[src/rtl/h264_rtp_fua_packetizer_assert.svh]
// Assertion helpers shared by the queue and back-end modules.
// Both expect clk_i and rst_ni in the scope where they are used.
`ifndef H264_RTP_FUA_PACKETIZER_ASSERT_SVH
`define H264_RTP_FUA_PACKETIZER_ASSERT_SVH

// Same-cycle implication.
`define H264FU_ASSERT_IMP(name, ante, cons, msg) \
  name: assert property (@(posedge clk_i) disable iff (!rst_ni) (ante) |-> (cons)) \
    else $error(msg);

// Next-cycle implication.
`define H264FU_ASSERT_NXT(name, ante, cons, msg) \
  name: assert property (@(posedge clk_i) disable iff (!rst_ni) (ante) |=> (cons)) \
    else $error(msg);

`endif

[src/rtl/h264fu_pkg.sv]
`timescale 1ns / 1ps
package h264fu_pkg;

  // Field and register widths
  localparam int LEN_W  = 20;  // NAL length width
  localparam int PLEN_W = 11;  // payload length / max_payload width
  localparam int RLEN_W = 16;  // RTP length in framing prefix
  localparam int SEQ_W  = 16;
  localparam int TS_W   = 32;
  localparam int CFG_DATA_W = 32;
  localparam int CFG_IDX_W  = 3;

  // Configuration register indexes
  localparam logic [CFG_IDX_W-1:0] REG_SSRC      = 3'd0;
  localparam logic [CFG_IDX_W-1:0] REG_PT        = 3'd1;
  localparam logic [CFG_IDX_W-1:0] REG_MAXP      = 3'd2;
  localparam logic [CFG_IDX_W-1:0] REG_TS_STEP   = 3'd3;
  localparam logic [CFG_IDX_W-1:0] REG_CHANNEL   = 3'd4;

  // Reset values
  localparam logic [31:0]       SSRC_RST    = 32'h3918_0001;
  localparam logic [6:0]        PT_RST      = 7'd96;
  localparam logic [PLEN_W-1:0] MAXP_RST    = 11'd1200;
  localparam logic [TS_W-1:0]   TS_STEP_RST = 32'd9000;
  localparam logic [7:0]        CHANNEL_RST = 8'd0;
  localparam logic [SEQ_W-1:0]  SEQ_RST     = 16'd1;
  localparam logic [TS_W-1:0]   TS_RST      = 32'd1;

  // Protocol constants
  localparam logic [PLEN_W-1:0] MAXP_MIN    = 11'd3;
  localparam logic [PLEN_W-1:0] FU_OVERHEAD = 11'd2;
  localparam logic [RLEN_W-1:0] RTP_HDR_LEN = 16'd12;
  localparam logic [7:0]  FRAME_MAGIC = 8'h24;  // '$'
  localparam logic [7:0]  RTP_V2      = 8'h80;
  localparam logic [4:0]  FU_A_TYPE   = 5'd28;

  // Command queue depth
  localparam int QDEPTH = 2;
  localparam int QPTR_W = (QDEPTH > 1) ? $clog2(QDEPTH) : 1;
  localparam int QCNT_W = $clog2(QDEPTH + 1);

  // Byte positions inside one expanded command
  localparam int POS_W = 5;
  localparam logic [POS_W-1:0] POS_DOLLAR  = 5'd0;
  localparam logic [POS_W-1:0] POS_CHAN    = 5'd1;
  localparam logic [POS_W-1:0] POS_LEN_HI  = 5'd2;
  localparam logic [POS_W-1:0] POS_LEN_LO  = 5'd3;
  localparam logic [POS_W-1:0] POS_VER     = 5'd4;
  localparam logic [POS_W-1:0] POS_PT      = 5'd5;
  localparam logic [POS_W-1:0] POS_SEQ_HI  = 5'd6;
  localparam logic [POS_W-1:0] POS_SEQ_LO  = 5'd7;
  localparam logic [POS_W-1:0] POS_TS_3    = 5'd8;
  localparam logic [POS_W-1:0] POS_TS_2    = 5'd9;
  localparam logic [POS_W-1:0] POS_TS_1    = 5'd10;
  localparam logic [POS_W-1:0] POS_TS_0    = 5'd11;
  localparam logic [POS_W-1:0] POS_SSRC_3  = 5'd12;
  localparam logic [POS_W-1:0] POS_SSRC_2  = 5'd13;
  localparam logic [POS_W-1:0] POS_SSRC_1  = 5'd14;
  localparam logic [POS_W-1:0] POS_SSRC_0  = 5'd15;
  localparam logic [POS_W-1:0] POS_FU_IND  = 5'd16;
  localparam logic [POS_W-1:0] POS_FU_HDR  = 5'd17;
  localparam logic [POS_W-1:0] POS_DATA    = 5'd18;

  // Configuration seen by front and back
  typedef struct packed {
    logic [31:0]       ssrc;
    logic [6:0]        pt;
    logic [PLEN_W-1:0] max_payload;
    logic [TS_W-1:0]   ts_step;
    logic [7:0]        channel;
  } cfg_t;

  // One classified word headed for the back end
  typedef struct packed {
    logic [7:0]        data;
    logic              pend;    // data byte closes the frame
    logic              hdr;     // frame prefix + RTP header precede data
    logic              fu;      // FU indicator/header precede data
    logic              mark;
    logic [RLEN_W-1:0] rlen;
    logic [SEQ_W-1:0]  seq;
    logic [TS_W-1:0]   ts;
    logic [7:0]        fu_ind;
    logic [7:0]        fu_hdr;
  } cmd_t;

endpackage

[src/rtl/h264_rtp_fua_packetizer.sv]
`timescale 1ns / 1ps
// H.264 NAL to interleaved RTP-over-TCP packetizer with FU-A fragmentation.
// Input channel: one NAL byte per word (in_valid_i / in_stall_o); nal_start_i
// marks the header byte and qualifies nal_length_i and ends_unit_i.
// Output channel: one framed byte per word (out_valid_o / out_stall_i);
// packet_end_o flags the last byte of a frame, last_o the last word caused
// by one input word. Configuration is written through cfg_we_i/cfg_idx_i/
// cfg_data_i; the user must write it only while the block is idle, as the
// block does not enforce it. Unknown indexes are ignored. The first output
// word of an item passes the command queue and the output register. A byte
// that opens a packet is preceded by the frame prefix, RTP header and, for
// FU-A, FU bytes; the output register emits one byte per cycle unless
// out_stall_i holds it. The two-entry command queue keeps the input flowing
// while headers drain; stored FU-A header and stray bytes give no output.
// Reset: config returns to its defaults, sequence and timestamp to 1, the
// queue and output register empty. A stall on the output holds the word
// and, once the queue fills, raises in_stall_o.
module h264_rtp_fua_packetizer (
  input  logic                                 clk_i,
  input  logic                                 rst_ni,
  input  logic                                 cfg_we_i,
  input  logic [h264fu_pkg::CFG_IDX_W-1:0]     cfg_idx_i,
  input  logic [h264fu_pkg::CFG_DATA_W-1:0]    cfg_data_i,
  input  logic                                 in_valid_i,
  output logic                                 in_stall_o,
  input  logic [7:0]                           data_byte_i,
  input  logic                                 nal_start_i,
  input  logic [h264fu_pkg::LEN_W-1:0]         nal_length_i,
  input  logic                                 ends_unit_i,
  output logic                                 out_valid_o,
  input  logic                                 out_stall_i,
  output logic [7:0]                           out_byte_o,
  output logic                                 packet_end_o,
  output logic                                 last_o
);
  import h264fu_pkg::*;

  cfg_t cfg_q;
  cmd_t push_cmd, head_cmd;
  logic push, pop, q_empty, q_full;

  // Configuration registers
  always_ff @(posedge clk_i or negedge rst_ni) begin
    if (!rst_ni) begin
      cfg_q.ssrc        <= SSRC_RST;
      cfg_q.pt          <= PT_RST;
      cfg_q.max_payload <= MAXP_RST;
      cfg_q.ts_step     <= TS_STEP_RST;
      cfg_q.channel     <= CHANNEL_RST;
    end else if (cfg_we_i) begin
      case (cfg_idx_i)
        REG_SSRC:    cfg_q.ssrc        <= cfg_data_i;
        REG_PT:      cfg_q.pt          <= cfg_data_i[6:0];
        REG_MAXP:    cfg_q.max_payload <= cfg_data_i[PLEN_W-1:0];
        REG_TS_STEP: cfg_q.ts_step     <= cfg_data_i;
        REG_CHANNEL: cfg_q.channel     <= cfg_data_i[7:0];
        default: ;
      endcase
    end
  end

  h264fu_front u_front (
    .clk_i        (clk_i),
    .rst_ni       (rst_ni),
    .cfg_i        (cfg_q),
    .in_valid_i   (in_valid_i),
    .in_stall_o   (in_stall_o),
    .data_byte_i  (data_byte_i),
    .nal_start_i  (nal_start_i),
    .nal_length_i (nal_length_i),
    .ends_unit_i  (ends_unit_i),
    .q_full_i     (q_full),
    .push_o       (push),
    .cmd_o        (push_cmd)
  );

  h264fu_queue u_queue (
    .clk_i       (clk_i),
    .rst_ni      (rst_ni),
    .push_i      (push),
    .push_data_i (push_cmd),
    .pop_i       (pop),
    .head_o      (head_cmd),
    .empty_o     (q_empty),
    .full_o      (q_full)
  );

  h264fu_back u_back (
    .clk_i        (clk_i),
    .rst_ni       (rst_ni),
    .cfg_i        (cfg_q),
    .head_i       (head_cmd),
    .empty_i      (q_empty),
    .pop_o        (pop),
    .out_valid_o  (out_valid_o),
    .out_stall_i  (out_stall_i),
    .out_byte_o   (out_byte_o),
    .packet_end_o (packet_end_o),
    .last_o       (last_o)
  );

endmodule

[src/rtl/h264fu_front.sv]
`timescale 1ns / 1ps
module h264fu_front (
  input  logic                      clk_i,
  input  logic                      rst_ni,
  input  h264fu_pkg::cfg_t          cfg_i,
  input  logic                      in_valid_i,
  output logic                      in_stall_o,
  input  logic [7:0]                data_byte_i,
  input  logic                      nal_start_i,
  input  logic [h264fu_pkg::LEN_W-1:0] nal_length_i,
  input  logic                      ends_unit_i,
  input  logic                      q_full_i,
  output logic                      push_o,
  output h264fu_pkg::cmd_t          cmd_o
);
  import h264fu_pkg::*;

  logic [LEN_W-1:0]  rest_q, rest_d;        // NAL bytes not yet taken
  logic [PLEN_W-1:0] chunk_q, chunk_d;      // bytes left in open packet
  logic [7:0]        saved_q, saved_d;
  logic              frag_q, frag_d;
  logic              first_q, first_d;      // next fragment is the first
  logic              mark_q, mark_d;
  logic [SEQ_W-1:0]  seq_q, seq_d;
  logic [TS_W-1:0]   ts_q, ts_d;

  logic              accept;
  logic [PLEN_W-1:0] maxp, frag_len;
  logic [LEN_W-1:0]  len_eff;
  logic              frag_new;
  logic [LEN_W-1:0]  e_rest;
  logic [PLEN_W-1:0] e_chunk;
  logic [7:0]        e_saved;
  logic              e_frag, e_first, e_mark;
  logic              produce, need_hdr, fin;
  logic [PLEN_W-1:0] chunk_sel, plen, c_eff;

  assign accept     = in_valid_i && !q_full_i;
  assign in_stall_o = q_full_i;

  // Effective state after a possible NAL start
  always_comb begin
    maxp     = (cfg_i.max_payload < MAXP_MIN) ? MAXP_MIN : cfg_i.max_payload;
    frag_len = maxp - FU_OVERHEAD;
    len_eff  = (nal_length_i == '0) ? LEN_W'(1) : nal_length_i;
    frag_new = len_eff > LEN_W'(maxp);
    if (nal_start_i) begin
      e_rest  = len_eff;
      e_chunk = '0;
      e_saved = data_byte_i;
      e_frag  = frag_new;
      e_first = 1'b1;
      e_mark  = ends_unit_i;
      produce = !frag_new;
    end else begin
      e_rest  = rest_q;
      e_chunk = chunk_q;
      e_saved = saved_q;
      e_frag  = frag_q;
      e_first = first_q;
      e_mark  = mark_q;
      produce = (rest_q != '0);
    end
  end

  // Packet sizing for the word that goes out
  always_comb begin
    need_hdr = (e_chunk == '0);
    fin      = (e_rest <= LEN_W'(frag_len));
    if (e_frag && !fin) chunk_sel = frag_len;
    else                chunk_sel = e_rest[PLEN_W-1:0];
    plen  = e_frag ? (chunk_sel + FU_OVERHEAD) : chunk_sel;
    c_eff = need_hdr ? chunk_sel : e_chunk;
  end

  // Next state
  always_comb begin
    rest_d  = rest_q;
    chunk_d = chunk_q;
    saved_d = saved_q;
    frag_d  = frag_q;
    first_d = first_q;
    mark_d  = mark_q;
    seq_d   = seq_q;
    ts_d    = ts_q;
    if (accept) begin
      saved_d = e_saved;
      frag_d  = e_frag;
      mark_d  = e_mark;
      first_d = e_first;
      chunk_d = e_chunk;
      if (nal_start_i || rest_q != '0) begin
        // a fragmented header byte is only stored: it still uses one NAL byte
        rest_d = e_rest - LEN_W'(1);
      end
      if (produce) begin
        chunk_d = c_eff - PLEN_W'(1);
        if (need_hdr) begin
          seq_d = seq_q + SEQ_W'(1);
          if (e_frag) first_d = 1'b0;
        end
        if (e_rest == LEN_W'(1) && e_mark) ts_d = ts_q + cfg_i.ts_step;
      end
    end
  end

  // Word for the back end
  always_comb begin
    push_o        = accept && produce;
    cmd_o.data    = data_byte_i;
    cmd_o.pend    = (c_eff == PLEN_W'(1));
    cmd_o.hdr     = need_hdr;
    cmd_o.fu      = need_hdr && e_frag;
    cmd_o.mark    = e_frag ? (fin && e_mark) : e_mark;
    cmd_o.rlen    = RTP_HDR_LEN + RLEN_W'(plen);
    cmd_o.seq     = seq_q;
    cmd_o.ts      = ts_q;
    cmd_o.fu_ind  = {e_saved[7:5], FU_A_TYPE};
    cmd_o.fu_hdr  = {e_first, fin, 1'b0, e_saved[4:0]};
  end

  always_ff @(posedge clk_i or negedge rst_ni) begin
    if (!rst_ni) begin
      rest_q  <= '0;
      chunk_q <= '0;
      saved_q <= '0;
      frag_q  <= 1'b0;
      first_q <= 1'b0;
      mark_q  <= 1'b0;
      seq_q   <= SEQ_RST;
      ts_q    <= TS_RST;
    end else begin
      rest_q  <= rest_d;
      chunk_q <= chunk_d;
      saved_q <= saved_d;
      frag_q  <= frag_d;
      first_q <= first_d;
      mark_q  <= mark_d;
      seq_q   <= seq_d;
      ts_q    <= ts_d;
    end
  end

endmodule

[src/rtl/h264fu_queue.sv]
`timescale 1ns / 1ps
module h264fu_queue (
  input  logic             clk_i,
  input  logic             rst_ni,
  input  logic             push_i,
  input  h264fu_pkg::cmd_t push_data_i,
  input  logic             pop_i,
  output h264fu_pkg::cmd_t head_o,
  output logic             empty_o,
  output logic             full_o
);
  import h264fu_pkg::*;

  cmd_t              mem_q [QDEPTH];
  logic [QPTR_W-1:0] wr_ptr_q, wr_ptr_d;
  logic [QPTR_W-1:0] rd_ptr_q, rd_ptr_d;
  logic [QCNT_W-1:0] count_q, count_d;

  assign empty_o = (count_q == '0);
  assign full_o  = (count_q == QCNT_W'(QDEPTH));
  assign head_o  = mem_q[rd_ptr_q];

  // Pointer and fill-count update
  always_comb begin
    wr_ptr_d = wr_ptr_q;
    rd_ptr_d = rd_ptr_q;
    count_d  = count_q;
    if (push_i) begin
      wr_ptr_d = (wr_ptr_q == QPTR_W'(QDEPTH - 1)) ? '0 : wr_ptr_q + QPTR_W'(1);
    end
    if (pop_i) begin
      rd_ptr_d = (rd_ptr_q == QPTR_W'(QDEPTH - 1)) ? '0 : rd_ptr_q + QPTR_W'(1);
    end
    if (push_i && !pop_i)      count_d = count_q + QCNT_W'(1);
    else if (pop_i && !push_i) count_d = count_q - QCNT_W'(1);
  end

  always_ff @(posedge clk_i or negedge rst_ni) begin
    if (!rst_ni) begin
      wr_ptr_q <= '0;
      rd_ptr_q <= '0;
      count_q  <= '0;
    end else begin
      wr_ptr_q <= wr_ptr_d;
      rd_ptr_q <= rd_ptr_d;
      count_q  <= count_d;
    end
  end

  // Storage
  always_ff @(posedge clk_i) begin
    if (push_i) mem_q[wr_ptr_q] <= push_data_i;
  end

`include "h264_rtp_fua_packetizer_assert.svh"

  `H264FU_ASSERT_IMP(a_cnt_range, 1'b1, count_q <= QCNT_W'(QDEPTH), "queue count overrun")
  `H264FU_ASSERT_IMP(a_no_push_full, full_o && !pop_i, !push_i, "push into full queue")
  `H264FU_ASSERT_NXT(a_cnt_grow, push_i && !pop_i, count_q == $past(count_q) + QCNT_W'(1),
                     "count did not follow push")

endmodule

[src/rtl/h264fu_back.sv]
`timescale 1ns / 1ps
module h264fu_back (
  input  logic             clk_i,
  input  logic             rst_ni,
  input  h264fu_pkg::cfg_t cfg_i,
  input  h264fu_pkg::cmd_t head_i,
  input  logic             empty_i,
  output logic             pop_o,
  output logic             out_valid_o,
  input  logic             out_stall_i,
  output logic [7:0]       out_byte_o,
  output logic             packet_end_o,
  output logic             last_o
);
  import h264fu_pkg::*;

  logic             started_q, started_d;   // head word partly expanded
  logic [POS_W-1:0] pos_q, pos_d;
  logic             out_valid_q, out_valid_d;
  logic [7:0]       out_byte_q, out_byte_d;
  logic             packet_end_q, packet_end_d;
  logic             last_q, last_d;

  logic             out_ready, load;
  logic [POS_W-1:0] cur_pos;
  logic [7:0]       byte_sel;

  assign out_ready = !out_valid_q || !out_stall_i;
  assign load      = out_ready && !empty_i;
  assign cur_pos   = started_q ? pos_q : (head_i.hdr ? POS_DOLLAR : POS_DATA);
  assign pop_o     = load && (cur_pos == POS_DATA);

  // Byte at the current position
  always_comb begin
    case (cur_pos)
      POS_DOLLAR: byte_sel = FRAME_MAGIC;
      POS_CHAN:   byte_sel = cfg_i.channel;
      POS_LEN_HI: byte_sel = head_i.rlen[15:8];
      POS_LEN_LO: byte_sel = head_i.rlen[7:0];
      POS_VER:    byte_sel = RTP_V2;
      POS_PT:     byte_sel = {head_i.mark, cfg_i.pt};
      POS_SEQ_HI: byte_sel = head_i.seq[15:8];
      POS_SEQ_LO: byte_sel = head_i.seq[7:0];
      POS_TS_3:   byte_sel = head_i.ts[31:24];
      POS_TS_2:   byte_sel = head_i.ts[23:16];
      POS_TS_1:   byte_sel = head_i.ts[15:8];
      POS_TS_0:   byte_sel = head_i.ts[7:0];
      POS_SSRC_3: byte_sel = cfg_i.ssrc[31:24];
      POS_SSRC_2: byte_sel = cfg_i.ssrc[23:16];
      POS_SSRC_1: byte_sel = cfg_i.ssrc[15:8];
      POS_SSRC_0: byte_sel = cfg_i.ssrc[7:0];
      POS_FU_IND: byte_sel = head_i.fu_ind;
      POS_FU_HDR: byte_sel = head_i.fu_hdr;
      default:    byte_sel = head_i.data;
    endcase
  end

  // Sequencer and output register
  always_comb begin
    started_d    = started_q;
    pos_d        = pos_q;
    out_valid_d  = out_valid_q;
    out_byte_d   = out_byte_q;
    packet_end_d = packet_end_q;
    last_d       = last_q;
    if (out_ready) begin
      out_valid_d = load;
    end
    if (load) begin
      out_byte_d   = byte_sel;
      packet_end_d = (cur_pos == POS_DATA) && head_i.pend;
      last_d       = (cur_pos == POS_DATA);
      if (cur_pos == POS_DATA) begin
        started_d = 1'b0;
      end else begin
        started_d = 1'b1;
        if (cur_pos == POS_SSRC_0) pos_d = head_i.fu ? POS_FU_IND : POS_DATA;
        else                       pos_d = cur_pos + POS_W'(1);
      end
    end
  end

  always_ff @(posedge clk_i or negedge rst_ni) begin
    if (!rst_ni) begin
      started_q   <= 1'b0;
      pos_q       <= POS_DOLLAR;
      out_valid_q <= 1'b0;
    end else begin
      started_q   <= started_d;
      pos_q       <= pos_d;
      out_valid_q <= out_valid_d;
    end
  end

  always_ff @(posedge clk_i) begin
    out_byte_q   <= out_byte_d;
    packet_end_q <= packet_end_d;
    last_q       <= last_d;
  end

  assign out_valid_o  = out_valid_q;
  assign out_byte_o   = out_byte_q;
  assign packet_end_o = packet_end_q;
  assign last_o       = last_q;

`include "h264_rtp_fua_packetizer_assert.svh"

  `H264FU_ASSERT_IMP(a_pend_last, out_valid_q && packet_end_q, last_q,
                     "frame end not on last word of item")
  `H264FU_ASSERT_IMP(a_started_head, started_q, !empty_i && pos_q != POS_DOLLAR,
                     "expansion without head word")
  `H264FU_ASSERT_IMP(a_fu_pos, started_q && (pos_q == POS_FU_IND || pos_q == POS_FU_HDR),
                     head_i.fu, "FU bytes on unfragmented packet")

endmodule

[config.mk]
export PLATFORM = sky130hd
export DESIGN_NAME = h264_rtp_fua_packetizer
export DESIGN_NICKNAME = d
export VERILOG_FILES = /design/src/rtl/h264fu_pkg.sv /design/src/rtl/h264_rtp_fua_packetizer.sv /design/src/rtl/h264fu_front.sv /design/src/rtl/h264fu_queue.sv /design/src/rtl/h264fu_back.sv
export VERILOG_INCLUDE_DIRS = /design/src /design/src/rtl
export SDC_FILE = /design/constraint.sdc
export NUM_CORES = 1
export LEC_CHECK = 0
export ABC_AREA = 1
export ABC_CLOCK_PERIOD_IN_PS = 15500
export BUFFER_PORTS_ARGS = -buffer_cell sky130_fd_sc_hd__buf_2
export CAP_MARGIN = 20
export CORE_MARGIN = 5
export CORE_UTILIZATION = 45
export DETAILED_ROUTE_END_ITERATION = 10
export PLACE_DENSITY = 0.61
export SYNTH_ARGS = -nofsm -noshare
export SYNTH_HDL_FRONTEND = slang
export SYNTH_SLANG_ARGS = --single-unit
[constraint.sdc]
create_clock -name clk_i -period 15.5 [get_ports clk_i]
set_input_delay 3.1 -clock clk_i [delete_from_list [all_inputs] [get_ports clk_i]]
set_output_delay 3.1 -clock clk_i [all_outputs]
set_load 0.02 [all_outputs]
* Yosys cells after proc, flatten, opt, wreduce, memory -nomap -nowiden
Memories as Yosys holds them, arrays and structs flattened.
Cells that the tools add are included.
** Word-level totals
- Flip-flop bits (word level) :: 201
- Latch bits :: 0
- RAM bits :: 164
- ROM bits :: 0
- Memories kept :: 1
** Cells by class
- Add/sub/neg operators :: 12
- $mul :: 0
- Divide/modulo/power cells :: 0
- Magnitude comparators :: 3
- Eq/ne operators :: 25
- Shift-type cells :: 0
- Muxes and demuxes :: 29
- Bitwise logic cells :: 1
- Reductions and logical operators :: 37
** Memory list
- u_queue.mem_q :: words 2, bits a word 82, rd ports 1, clocked after memory_dff 0, write ports 1, line h264fu_queue.sv:14 : cmd_t mem_q [QDEPTH];
** Operator list (count)
- $pmux W8 S18 :: 1
- $mux W11 :: 6
- $eq A5 B4 Y1 const B :: 8
- $mux W20 :: 2
- $add A32 B32 Y32 :: 1
- $eq A20 B1 Y1 const B :: 1
- $eq A5 B3 Y1 const B :: 4
- $gt A20 B11 Y1 :: 1
- $le A20 B11 Y1 :: 1
- $logic_not A20 Y1 :: 1
- $reduce_bool A20 Y1 :: 1
- $sub A20 B1 Y20 const B :: 1
- $add A16 B1 Y16 const B :: 1
- $eq A5 B5 Y1 const B :: 3
- $mux W5 :: 3
- $reduce_and A2 Y1 :: 7
- $mux W1 :: 13
- $add A4 B11 Y12 const A :: 1
- $add A11 B2 Y11 const B :: 1
- $eq A11 B1 Y1 const B :: 1
- $logic_and A1 B1 Y1 :: 11
- $logic_not A11 Y1 :: 1
- $lt A11 B2 Y1 const B :: 1
- $sub A11 B1 Y11 const B :: 1
- 21 further kinds :: 35

* Depth between registers and ports, before layout
Gate-level depths: netlist (run 1).
- Depth in word-level cells :: 10
- Depth in mapped cells :: 34
- Depth with buffers taken out :: 34

* By module
From an unflattened synthesis (run 1), not the netlist that was laid out.
** Unflattened totals
- Cell total of the unflattened synthesis :: 2310
- Area total of the unflattened synthesis :: 21262.9 um^2
** Modules (own cells, without submodules)
- h264fu_front :: times used 1, cells an instance 1209, area each 8306.7 um^2
- h264fu_queue :: times used 1, cells an instance 311, area each 7126.8 um^2
- h264_rtp_fua_packetizer :: times used 1, cells an instance 399, area each 3562.2 um^2
- h264fu_back :: times used 1, cells an instance 391, area each 2267.2 um^2

* Least setup slack after synthesis (run 1)
OpenSTA, ideal clock, no wires.
- Kind :: input to register
- Start :: in nal_length_i[15] (netlist name)
- End :: mem u_queue.mem_q[1][0] (netlist name) (enable)
- Data arrival time :: 8.084 ns
- Data required time :: 14.976 ns
- Setup slack :: 6.891 ns
- Stages :: 15
- Path buffers :: 0
- Path through :: nor2_1 -> nand3_1 -> nor2_1 -> nand3_1 -> nor2_1 -> nor2_1 -> ha_1 -> nand2_1 -> nor3_1 -> nand3b_1 -> o211ai_1 -> nand2_1 -> inv_2 -> nand2_2 -> nor2_1
** Between the ends
- Word-level cells in the longest chain between the ends :: 8
** Ends and longest elaborated chain
- start, declared :: line h264_rtp_fua_packetizer.sv:28 : input logic [h264fu_pkg::LEN_W-1:0] nal_length_i,
- $logic_not A20 Y1 :: line h264fu_front.sv:45 : len_eff = (nal_length_i == '0) ? LEN_W'(1) : nal_length_i;
- $mux W20 (*) :: line h264fu_front.sv:45
- $gt A20 B11 Y1 (*) :: line h264fu_front.sv:46 : frag_new = len_eff > LEN_W'(maxp);
- $logic_not A1 Y1 (*) :: line h264fu_front.sv:54 : produce = !frag_new;
- $mux W1 (*) :: line h264fu_front.sv:47 : if (nal_start_i) begin
- $logic_and A1 B1 Y1 (*) :: line h264fu_front.sv:109 : push_o = accept && produce;
- $mux W1 (*) :: line h264fu_queue.sv:52 : if (push_i) mem_q[wr_ptr_q] <= push_data_i;
- $mux W1 (implied by the code) (*) :: line h264fu_queue.sv:52
- end, declared :: line h264fu_queue.sv:14
Every way passes the cells marked *; elsewhere a longest branch is shown, timed or not.

==> results.ini, run 1 <==
[outcome]
status = complete, no violations

[floorplan]
die_y_um = 217
ios = 82
core_mm2 = 0.0421
die-area_mm2 = 0.0469
die_w_um = 217
start_util = 0.456
fp-row-count = 75

[routing]
via_count = 15340
wl_per_cell_um = 19.4
firstDrtPassIters = 5
ant_nets = 0
drc = 0
wirelength_um = 54500
vias_per_cell = 5.46
drt_iter0_drc = 1258

[global_routing]
grt-ovfl-total = 0
grt_pass1_wl_um = 85600
grt_max_degree = 76
grt_pass1_vias = 14942
antenna_found_initial = 0
grt_use_total = 0.232

[timing]
tns_ns = 0
setup_ws_ns = 8.14
finalMaxSlewViolations = 0
period_share = 0.475
relSlewSlack = 0.281
setup_viol = 0
tightest_slew_ns = 1.08
clock_skew_ns = 0.0274
final-hold-violation-count = 0
rsz0062_at_grt = false
period_needed_ns = 7.36
clock.fmax_mhz = 136

[pwr]
p_leak_nw = 9.67
ir_drop_mv = 0.0924
power_density_mw_per_mm2 = 161

[cts]
clock-sinks = 365
numCtsBuffers = 40
cts_max_path_buffers = 3
cts_root_buf = clkbuf_16
cts_tree = built
clk_pin_slew_ns = 0.06
holdBufCountCts = 0
post_cts_buffers = 0
h-tree-depth = 2
cts_resized = 0
clock_latency_ns = 0.57

[final_layout]
nets = 2375
area_growth_pct = 11.6
drive_gt1_frac = 0.126
multiInputGateArea_mm2 = 0.00794
final_util = 0.509
fillers = 3968
regArea_mm2 = 0.0100

[worst_setup_path]
cp_top_family = simple AND/OR/NAND/NOR gates
cpMostUsedCell = nand2_1
r2r_setup_slack_ns = 10.29
slowest_stage = buf_4
critical-path-max-stage-delay_ns = 0.56
worstSetupPathType = in -> reg
reg2reg_from = cfg_q[45]
r2r_cells = 28
reg2reg_to = u_queue.mem_q[1][66]
required_ns = 15.79
end_kind = flip-flop
cp-start-kind = input port
worst_ep_arrival_time_ns = 7.65
cp_max_fo = 65
critPathBufInv = 8

[worst_hold_path]
worstHoldEndpoint = u_back.pos_q[1]
hold_class = reg -> reg
whs_path_depth = 2
hp-start = u_back.pos_q[1]

[synth]
syn_inst = 2167
yosys_warnings = 0
synthesis.nets = 2302
yosysUniqueCellTypes = 63
synth_area_mm2 = 0.0192
ys.flop_type = edfxtp_1
ys_top_cells_by_area = edfxtp_1 27%, dfrtp_1 22%, nand2_1 11%
avgSynthCellArea_um2 = 8.87
ys_top_cells_by_count = 558 x nand2_1, 233 x inv_1, 183 x o21ai_0
synth_edf_count = 174
synth-seq-cells = 365
ys_async_sr_fraction = 0.523
ys_seq_area_frac = 0.522
yosysTopAreaCell = edfxtp_1
synth.most_common_cell = nand2_1
synth_top_area_frac = 0.272

[placed_design]
portBuffers = 81
gp_congestion = 0.940
place_hpwl_um = 40400
post-place-ws_ns = 7.60

[flow_run]
cap_viol_max_count = 0

==> per-layer routing <==
metal  global-route usage  up-vias  wire length (µm)
met5                    0        -                 0
met4               0.0502        0              1090
met3               0.0329       83              3030
met2                0.386      417             26100
met1                0.327     7428             24300
li1                     -     7412                 -
==> worst max-delay path by stage <==
stage                                 from  slack [ns]                   end  depth (start not counted)
after floorplan           nal_length_i[15]        6.89   u_queue.mem_q[1][0]                         15
after detailed placement       nal_start_i        7.60  u_queue.mem_q[0][66]                         26
after global placement         nal_start_i        7.72  u_queue.mem_q[0][66]                         25
final                          nal_start_i        8.14  u_queue.mem_q[1][67]                         29
after CTS                      nal_start_i        8.20  u_queue.mem_q[1][66]                         26
after global routing           nal_start_i        7.69  u_queue.mem_q[0][66]                         26
==> power by group <==
| group | switching, mW | internal (mW) |
|---|---|---|
| clock network | 0.396 | 0.545 |
| registers | 0.116 | 1.25 |
| logic | 0.793 | 0.343 |
==> state kept, by name, summed over array words and instances (netlist names) <==
name and count:
u_front.frag_q 1, u_back.packet_end_o 1, u_back.pos_q 5, cfg_q 90, u_back.started_q 1, u_front.first_q 1
u_back.last_o 1, u_front.rest_q 20, u_front.saved_q 8, u_front.mark_q 1, u_front.seq_q 16, u_back.out_byte_o 8
u_queue.wr_ptr_q 1, u_queue.mem_q 164, u_queue.rd_ptr_q 1, u_back.out_valid_o 1, u_front.ts_q 32, u_queue.count_q 2
u_front.chunk_q 11
==> cell usage in the layout, fill, tap and decap left out, types with 20 or more instances in the layout <==
cell       instances
a21oi_1          103
a221oi_1          20
buf_2             80
clkbuf_16         41
dfrtp_1          170
dfstp_2           20
edfxtp_1         174
ha_1              64
inv_1            233
nand2_1          557
nand3_1           51
nand4_1           59
nor2_1           150
o21ai_0          182
o21ai_1           20
xnor2_1           22
xor2_1            40
==> cell type report <==
type	instances	share of cell area
diodes	1	0.000117
clock buffers	53	0.0523
clock inverters	20	0.00793
inverters	257	0.0450
multi-input cells	1479	0.370
flip-flops and latches	365	0.468
well taps	539	0.0314
repair buffers	97	0.0255
==> through the flow <==
stage | hold WS (ns) | cell area, µm² | std cells | power, mW
2_1_floorplan | 0.446 | 19200 | 2167 | 2.13
3_3_place_gp | 0.467 | 20100 | 2736 | 2.51
3_5_place_dp | 0.474 | 20100 | 2736 | 2.53
4_1_cts | 0.489 | 21400 | 2809 | 3.47
5_1_grt | 0.505 | 21400 | 2810 | 3.67
6_report | 0.489 | 21500 | 2811 | 3.45
==> kinds of logic (layout without fill, tap and decap cells) <==
| logic type | count (synthesis) | count (layout) | synth area share |
|---|---|---|---|
| muxes | 11 | 11 | 0.00586 |
| and+or+nand+nor | 929 | 929 | 0.211 |
| xor gates and xnor gates | 63 | 63 | 0.0291 |
| other | 0 | 1 | 0 |
| adders and majority gates | 65 | 65 | 0.0427 |
| AOI/OAI and AO/OA | 411 | 411 | 0.123 |
| buffers and inverters | 323 | 427 | 0.0661 |
| DFF | 365 | 365 | 0.522 |
==> worst reg2reg max path: cells and delay by family (launching register included) <==
family / cells / cell delay [ns]
AO/OA/AOI/OAI: 2 / 0.29
XOR/XNOR: 2 / 0.51
adder cells (fa/ha/maj): 4 / 1.13
buffers and inverters: 3 / 0.27
flip-flops: 1 / 0.62
AND/OR/NAND/NOR: 17 / 2.11
Note: power is estimated with default switching activity, not from simulation.
==> run 2: changes to the inputs <==
- ABC_CLOCK_PERIOD_IN_PS: 15500 -> 6540
- PLACE_DENSITY: 0.61 -> 0.64
- clock period: 15.5 -> 6.54 ns (I/O delays scaled with it)
==> run 2 against run 1 <==
Sequential power up 130%. Combinational power grew 140%. Design area increased by 0.25%. Sequential cell count stayed put. Wire length fell by 0.84%. First-iteration DRC count shrank 1.4%. Sequential share of layout area decreased by 0.12 points. Hold slack lost 0.0014 ns. Worst setup slack got worse by 6.9 ns. Critical endpoint is now u_queue.mem_q[1][66]. Highest routed layer unchanged.
==> results.ini, run 2 (synthesis gave the netlist of run 1 again) <==
[timing]
rsz0062_at_grt = false
period_needed_ns = 5.34
clock.fmax_mhz = 187
setup_viol = 0  ; unchanged
clock_skew_ns = 0.0127  ; -0.0147 ns
setup_ws_ns = 1.20  ; -6.94 ns
final-hold-violation-count = 0  ; unchanged
tightest_slew_ns = 1.03  ; -0.0525 ns
finalMaxSlewViolations = 0  ; unchanged
relSlewSlack = 0.316  ; +0.0349
period_share = 0.816
tns_ns = 0  ; unchanged

[pwr]
ir_drop_mv = 0.221  ; +140%
p_leak_nw = 9.69  ; +0.13%
power_density_mw_per_mm2 = 382  ; +140%
pwr-share-seq = 0.391  ; -0.006
p_clk_frac = 0.273  ; about the same
p_switching_mw = 3.12  ; +140%
combPwrFrac = 0.336  ; +0.006
intPower_mw = 5.10  ; +140%
netSwitchingFraction = 0.380  ; +0.000823

[final_layout]
final_area_mm2 = 0.0215  ; +0.25%
fillers = 3944  ; -0.60%
layout_common_cells = 557 x nand2_1, 233 x inv_1, 182 x o21ai_0, 174 x edfxtp_1, 170 x dfrtp_1
nets = 2378  ; +0.13%
largest_reg_flops = 164  ; unchanged
final_common_cell = nand2_1
layoutNonFillerInstCount = 2813  ; +0.071%
drive_gt1_frac = 0.128  ; +0.00159
area_growth_pct = 11.9
reg.largest.list = u_queue.mem_q x164, cfg_q x90, u_front.ts_q x32
antennaDiodeCount = 0  ; -1
top_register = u_queue.mem_q

[routing]
via_count = 15287  ; -0.35%
wirelength_um = 54100  ; -0.84%
wl_per_cell_um = 19.2  ; -0.91%
drc = 0  ; unchanged
drt_iter0_drc = 1240  ; -1.4%
firstDrtPassIters = 5  ; unchanged
vias_per_cell = 5.43  ; -0.42%
ant_nets = 0  ; unchanged

[floorplan]
start_util = 0.456  ; unchanged
fp-row-count = 75  ; unchanged
die_w_um = 217  ; unchanged
ios = 82  ; unchanged
die_y_um = 217  ; unchanged
core_mm2 = 0.0421  ; unchanged
die-area_mm2 = 0.0469  ; unchanged

[cts]
post_cts_buffers = 0  ; unchanged
clk_pin_slew_ns = 0.06  ; about the same
cts_tree = built
cts_max_path_buffers = 3  ; unchanged
clock-sinks = 365  ; unchanged
cts_resized = 0  ; unchanged
cts_root_buf = clkbuf_16
numCtsBuffers = 40  ; unchanged
holdBufCountCts = 0  ; unchanged
h-tree-depth = 2  ; unchanged
clock_latency_ns = 0.56  ; about the same

[worst_hold_path]
worstHoldEndpoint = u_front.ts_q[0]
hold_class = reg -> reg
whs_path_depth = 2  ; unchanged
hp-start = u_front.ts_q[0]

[worst_setup_path]
r2r_cells = 28  ; unchanged
worstSetupPathType = in -> reg
cpMostUsedCell = nand2_1
critical-path-max-stage-delay_ns = 0.40  ; -0.16 ns
cp_top_family = simple AND/OR/NAND/NOR gates
startpoint = nal_start_i
reg2reg_from = cfg_q[45]
cp_max_fo = 20  ; -69%
reg2reg_to = u_queue.mem_q[1][66]
critPathBufInv = 6  ; -2
cp-start-kind = input port
slowest_stage = buf_2
worst_ep_arrival_time_ns = 5.64  ; -2.01 ns
r2r_setup_slack_ns = 1.30  ; -8.99 ns
required_ns = 6.84  ; -8.95 ns
end_kind = flip-flop

[global_routing]
grt-ovfl-total = 0  ; unchanged
grt_pass1_wl_um = 84700  ; -1.1%
grt_max_degree = 116  ; +53%
grt_use_total = 0.229  ; -0.00289
antenna_found_initial = 0  ; unchanged
grt_pass1_vias = 14923  ; -0.13%

[placed_design]
place_hpwl_um = 40200  ; -0.47%
portBuffers = 81  ; unchanged
place_area_mm2 = 0.0202  ; +0.24%
gp_congestion = 0.946  ; +0.64%
dp.cells = 2739  ; +0.11%
post-place-ws_ns = 0.660  ; -6.94 ns

[outcome]
status = complete, no violations

[flow_run]
cap_viol_max_count = 0  ; unchanged

run 2: cell count changes in the layout (fill, tap and decap cells not counted), sizes merged:
cell,change
diode,-1
clkbuf,-3
clkinvlp,+3
buf,+3
bufinv,+1
clkinv,-1
run 2: cell type report:
cell class / instances / area, µm² / area share
timing repair buffer: 100 / 594 / 0.0276
sequential: 365 / 10000 / 0.466
multi-input combinational: 1479 / 7940 / 0.369
tap: 539 / 674 / 0.0314
clock buffer: 50 / 1080 / 0.0502
clock inverter: 23 / 221 / 0.0103
inverter: 257 / 965 / 0.0449
run 2: worst register-to-register path, delay by kind of cell, from the launching register on:
family                   cells  cell delay (ns)
buffers and inverters        3             0.29
AND/OR/NAND/NOR             17             2.11
AO/OA/AOI/OAI                2             0.30
flip-flops                   1             0.61
adder cells (fa/ha/maj)      4             1.16
XOR/XNOR                     2             0.53
run 2: power by group through the flow:
stage	clock network [mW]	logic, mW	registers (mW)
after floorplan	0	1.83	3.21
final	2.24	2.76	3.21
after detailed placement	0	2.76	3.25
after CTS	2.29	2.77	3.21
after global placement	0	2.72	3.24
after global routing	2.39	3.08	3.25
run 2: through the flow:
step | hold WS [ns] | util | power [mW]
5_1_grt | 0.513 | 0.510 | 8.73
2_1_floorplan | 0.446 | - | 5.04
3_3_place_gp | 0.466 | 0.479 | 5.96
4_1_cts | 0.491 | 0.510 | 8.27
6_report | 0.487 | 0.510 | 8.22
3_5_place_dp | 0.474 | 0.479 | 6.01
run 2: worst max-delay path by stage:
stage | to | cells after the start
floorplan | u_queue.mem_q[1][0] | 15
global placement | u_queue.mem_q[0][66] | 25
detailed placement | u_queue.mem_q[0][66] | 25
CTS | u_queue.mem_q[0][66] | 25
global route | u_queue.mem_q[0][67] | 28
finish | u_queue.mem_q[1][66] | 25
run 2: routing by layer:
metal | track usage | part of all wire
met3 | 0.0349 | 0.053
met1 | 0.318 | 0.45
met2 | 0.380 | 0.48
met5 | 0 | 0
met4 | 0.0589 | 0.025
